[src/hdl/ale_pkg.sv]
// Shared types, codes and defaults for the array list engine.
package ale_pkg;

	localparam int CAPACITY_DEF = 128;

	localparam logic [2:0] OP_CLEAR  = 3'd0;
	localparam logic [2:0] OP_APPEND = 3'd1;
	localparam logic [2:0] OP_GET    = 3'd2;
	localparam logic [2:0] OP_LOCATE = 3'd3;
	localparam logic [2:0] OP_INSERT = 3'd4;
	localparam logic [2:0] OP_DELETE = 3'd5;

	localparam logic [1:0] ST_OK       = 2'd0;
	localparam logic [1:0] ST_BADPOS   = 2'd1;
	localparam logic [1:0] ST_FULL     = 2'd2;
	localparam logic [1:0] ST_NOTFOUND = 2'd3;

	typedef struct packed {
		logic [2:0]         opcode;
		logic [7:0]         position;
		logic signed [31:0] value;
	} req_t;

	typedef struct packed {
		logic [1:0]         status;
		logic signed [31:0] read_value;
		logic [6:0]         found_position;
		logic [7:0]         count_now;
	} rsp_t;

	typedef enum logic [3:0] {
		DP_NOP,
		DP_LOAD,
		DP_CLEAR,
		DP_APPEND,
		DP_GET_RD,
		DP_GET_CAP,
		DP_LOC_INIT,
		DP_LOC_STEP,
		DP_FOUND,
		DP_UP_INIT,
		DP_UP_STEP,
		DP_PUT,
		DP_DN_INIT,
		DP_DN_STEP,
		DP_DEC,
		DP_EMIT
	} dp_op_t;

	typedef struct packed {
		dp_op_t     op;
		logic [1:0] status;
	} dp_cmd_t;

	typedef struct packed {
		logic [2:0] opcode;
		logic       full;
		logic       pos_ge_cnt;
		logic       pos_gt_cnt;
		logic       idx_lt_cnt;
		logic       idx_gt_pos;
		logic       pend;
		logic       match;
	} dp_sts_t;

endpackage

[src/hdl/ale_ctrl.sv]
// Controller state machine of the array list engine.
module ale_ctrl import ale_pkg::*; (
	input  logic    clk,
	input  logic    arst_n,
	input  logic    start,
	input  dp_sts_t sts,
	output logic    busy,
	output dp_cmd_t cmd
);

	typedef enum logic [2:0] {
		S_IDLE,
		S_EXEC,
		S_GET,
		S_LOC,
		S_UP,
		S_DN,
		S_FIN
	} state_t;

	state_t     state_q;
	state_t     state_d;
	logic [1:0] st_q;
	logic [1:0] st_d;
	logic       busy_q;

	always_comb begin
		state_d    = state_q;
		st_d       = st_q;
		cmd.op     = DP_NOP;
		cmd.status = st_q;
		case (state_q)
			S_IDLE: begin
				if (start) begin
					cmd.op  = DP_LOAD;
					state_d = S_EXEC;
				end
			end
			S_EXEC: begin
				st_d    = ST_OK;
				state_d = S_FIN;
				case (sts.opcode)
					OP_CLEAR: begin
						cmd.op = DP_CLEAR;
					end
					OP_APPEND: begin
						if (sts.full) begin
							st_d = ST_FULL;
						end else begin
							cmd.op = DP_APPEND;
						end
					end
					OP_GET: begin
						if (sts.pos_ge_cnt) begin
							st_d = ST_BADPOS;
						end else begin
							cmd.op  = DP_GET_RD;
							state_d = S_GET;
						end
					end
					OP_LOCATE: begin
						cmd.op  = DP_LOC_INIT;
						state_d = S_LOC;
					end
					OP_INSERT: begin
						if (sts.pos_gt_cnt) begin
							st_d = ST_BADPOS;
						end else if (sts.full) begin
							st_d = ST_FULL;
						end else begin
							cmd.op  = DP_UP_INIT;
							state_d = S_UP;
						end
					end
					OP_DELETE: begin
						if (sts.pos_ge_cnt) begin
							st_d = ST_BADPOS;
						end else begin
							cmd.op  = DP_DN_INIT;
							state_d = S_DN;
						end
					end
					default: begin
					end
				endcase
			end
			S_GET: begin
				cmd.op  = DP_GET_CAP;
				state_d = S_FIN;
			end
			S_LOC: begin
				if (sts.match) begin
					cmd.op  = DP_FOUND;
					st_d    = ST_OK;
					state_d = S_FIN;
				end else if (!sts.pend && !sts.idx_lt_cnt) begin
					st_d    = ST_NOTFOUND;
					state_d = S_FIN;
				end else begin
					cmd.op = DP_LOC_STEP;
				end
			end
			S_UP: begin
				if (!sts.pend && !sts.idx_gt_pos) begin
					cmd.op  = DP_PUT;
					state_d = S_FIN;
				end else begin
					cmd.op = DP_UP_STEP;
				end
			end
			S_DN: begin
				if (!sts.pend && !sts.idx_lt_cnt) begin
					cmd.op  = DP_DEC;
					state_d = S_FIN;
				end else begin
					cmd.op = DP_DN_STEP;
				end
			end
			S_FIN: begin
				cmd.op  = DP_EMIT;
				state_d = S_IDLE;
			end
			default: begin
				state_d = S_IDLE;
			end
		endcase
	end

	always_ff @(posedge clk or negedge arst_n) begin
		if (!arst_n) begin
			state_q <= S_IDLE;
			st_q    <= ST_OK;
			busy_q  <= 1'b0;
		end else begin
			state_q <= state_d;
			st_q    <= st_d;
			busy_q  <= (state_d != S_IDLE);
		end
	end

	assign busy = busy_q;

	a_busy_tracks_state: assert property (@(posedge clk) disable iff (!arst_n)
		busy_q == (state_q != S_IDLE))
		else $error("busy out of step with state");

	a_accept_to_exec: assert property (@(posedge clk) disable iff (!arst_n)
		(start && !busy_q) |=> (state_q == S_EXEC))
		else $error("accepted beat not executed");

	a_fin_to_idle: assert property (@(posedge clk) disable iff (!arst_n)
		(state_q == S_FIN) |=> (state_q == S_IDLE))
		else $error("finish state not followed by idle");

endmodule

[config.mk]
export PLATFORM = sky130hd
export DESIGN_NAME = ale_ctrl
export DESIGN_NICKNAME = d
export VERILOG_FILES = /design/src/hdl/ale_pkg.sv /design/src/hdl/ale_ctrl.sv
export SDC_FILE = /design/constraint.sdc
export NUM_CORES = 1
export LEC_CHECK = 0
export ABC_CLOCK_PERIOD_IN_PS = 1800
export BUFFER_PORTS_ARGS = -buffer_cell sky130_fd_sc_hd__buf_4
export CAP_MARGIN = 30
export CORE_MARGIN = 10
export CORE_UTILIZATION = 43
export CTS_CLUSTER_SIZE = 28
export DETAILED_ROUTE_END_ITERATION = 6
export PLACE_DENSITY_LB_ADDON = 0.05
export SETUP_SLACK_MARGIN = 0.3
export SYNTH_ARGS = -nofsm -noshare
export SYNTH_HDL_FRONTEND = slang
export SYNTH_SLANG_ARGS = --single-unit
export TNS_END_PERCENT = 30
[constraint.sdc]
create_clock -name clk -period 1.8 [get_ports clk]
set_clock_uncertainty 0.2 [all_clocks]
set_input_delay 0.36 -clock clk [delete_from_list [all_inputs] [get_ports clk]]
set_output_delay 0.36 -clock clk [all_outputs]
set_load 0.01 [all_outputs]
==> impl_metrics.ini <==
[setup_path]
worstPathArrival_ns = 1.59
path_class = reg -> out
required_ns = 1.24
r2r_slack_ns = 0.04
cp-start-kind = flop
cp_max_fo = 2
end_kind = primary output

[timing]
drv_slew = 0
grt_setup_unrepaired = yes
worst_slew_pin_slew_ns = 0.268
finalHoldViolations = 0
hold_slack_ns = 0.292
slew_headroom = 0.820
max_freq_mhz = 466
setup_viol = 4
fin_ws_ns = -0.347
period_needed_ns = 2.15
period_share = 1.19

[floorplan]
die_h_um = 57.6
pin_count = 20
fp.coreArea_um2 = 1320
die-area_um2 = 3320
num_rows = 13
start_util = 0.462
die_x_um = 57.6

[global_routing]
gr-max-usage-layer = met2
grt_pass1_vias = 725
grt_max_degree = 12
antenna_found_initial = 0
grtUsageMet3 = 0.0261
grt_pass1_wl_mm = 3.28
grt-ovfl-total = 0
grt_usage = 0.120
globalRouteMet2Util = 0.209
grtUsageMet1 = 0.132

[logic_synthesis]
syn-cell-area_um2 = 609
ys_seq_elements = 6
synth_edf_count = 0
synth_top_area_cell = dfrtp_1
ys_seq_area_frac = 0.246
yosysUniqueCellTypes = 37
syn_avg_cell_area_um2 = 8.12
syn_nets = 88
synthArstFlopShare = 1.00
yosysWarnings = 0
synth_top_area_frac = 0.246
synth_common_cells = a21oi_1 (6), dfrtp_1 (6), nor2_1 (6)
synth_ff_type = dfrtp_1
syn_inst = 75
synth_area_leaders = dfrtp_1 (25%), a21oi_1 (4.9%), buf_6 (3.7%), mux2_2 (3.7%), nor2_1 (3.7%)

[detailed_routing]
drtAntennaViolNets = 0
drt-wirelength-per-cell_um = 15.2
wl_mm = 1.99
vias = 724
viasPerCell = 5.53
drtIter0Drc = 17
firstDrtPassIters = 4
drcViolationCount = 0

[clock_network]
cts_buffers = 3
clk_path_buf_depth = 2
h-tree-depth = 1
tritoncts = yes
worstSkewPairLatency_ns = 0.24
clk_pin_slew_worst_paths_ns = 0.04
clock_sinks = 6
cts_root_buf = clkbuf_4

[placement]
port_buffers = 19
place_area_um2 = 900
hpwl_mm = 1.61
gp_congestion = 0.851
dp_cells = 125

[final_layout]
nNetsFinal = 131
final_area_um2 = 976
fin_cells = 131
diodes = 0
drive_above_1_share = 0.500
area_delta_synth_final_pct = 60.2

[outcome]
violations = negative setup slack
outcome = finished, violations left

[power]
vdd_ir_drop_max_mv = 1.15
power.density_nw_per_um2 = 1280
power_leakage_nw = 0.470

[job]
cap_violations = 0

[hold_path]
hold_path.class = in -> reg
==> through the flow <==
step                total power, mW  setup TNS [ns]  worst slack, ns  utilization
floorplan                     0.719          -0.101           -0.101            -
global placement               1.03          -0.577           -0.216        0.683
detailed placement             1.05          -0.609           -0.246        0.683
CTS                            1.22          -0.602           -0.354        0.727
global route                   1.34          -0.909           -0.396        0.741
finish                         1.25          -0.589           -0.347        0.741
==> area by class of cell <==
class	instances	area (µm²)
Inverter	5	21.3
Fill cell	120	342
Clock buffer	3	22.5
Multi-Input combinational cell	60	434
Tap cell	15	18.8
Timing Repair Buffer	42	329
Sequential cell	6	150
==> cells in the final DEF, fill, tap and decap left out, drive strengths merged <==
cell and instances:
o21ba 1, nor2 6, clkbuf 3, mux2 2, or2b 1, o211ai 1
o21a 1, nand2 5, dfrtp 6, o21ai 4, or4 1, a21boi 1
o211a 1, nand2b 3, a22o 1, a21oi 7, nor2b 3, nor3 3
nand3 1, buf 41, inv 5, o31ai 3, a211oi 1, o311a 1
a22oi 1, dlygate4sd3 1, o22ai 3, o22a 1, a21o 1, and2b 1
nor3b 1, o221ai 1, and3 1, o2bb2ai 1, or2 1, nand4bb 1
==> flip-flops by register name, summed over array words and instances (netlist names) <==
register	cells
busy	1
st_q	2
state_q	3
==> metal layers <==
metal  routed length, µm  vias up
met5                   0        -
met4                  36        0
met3                 151        5
met2                 974       29
met1                 825      329
li1                    -      361
==> final timing paths <==
| kind | cells past startpoint | from | endpoint |
|---|---|---|---|
| min in group asynchronous | 2 | arst_n | state_q[1] |
| max reg2reg | 5 | state_q[0] | busy |
| min | 3 | sts[8] | st_q[1] |
| max in group asynchronous | 2 | arst_n | st_q[1] |
| min reg2reg | 2 | st_q[1] | st_q[1] |
| max | 4 | state_q[2] | cmd[2] |
==> worst max-delay path, stage by stage (launching register included) <==
cell and delay, ns:
dfrtp_1 0.38, nand2b_4 0.15, or4_4 0.51, o221ai_4 0.18, buf_6 0.13
==> what timing repair did <==
action | in CTS | in global routing
hold endpoints to repair | 6 | 0
pin swaps | 2 | 1
setup buffers | 1 | 1
resized for setup | 8 | 4
setup endpoints to repair | 7 | 8
hold buffers | 1 | 0
==> power by group <==
group / internal (mW) / leakage, nW / switching [mW]
logic: 0.482 / 0.383 / 0.410
clock network: 0.0748 / 0.0138 / 0.0405
registers: 0.193 / 0.0730 / 0.0456
==> kinds of logic after synthesis <==
family,synth area share
compound gates,0.355
buf+inv,0.0842
flops,0.246
mux,0.0370
simple gates,0.277
No activity file was read; power rests on OpenSTA's default activity.
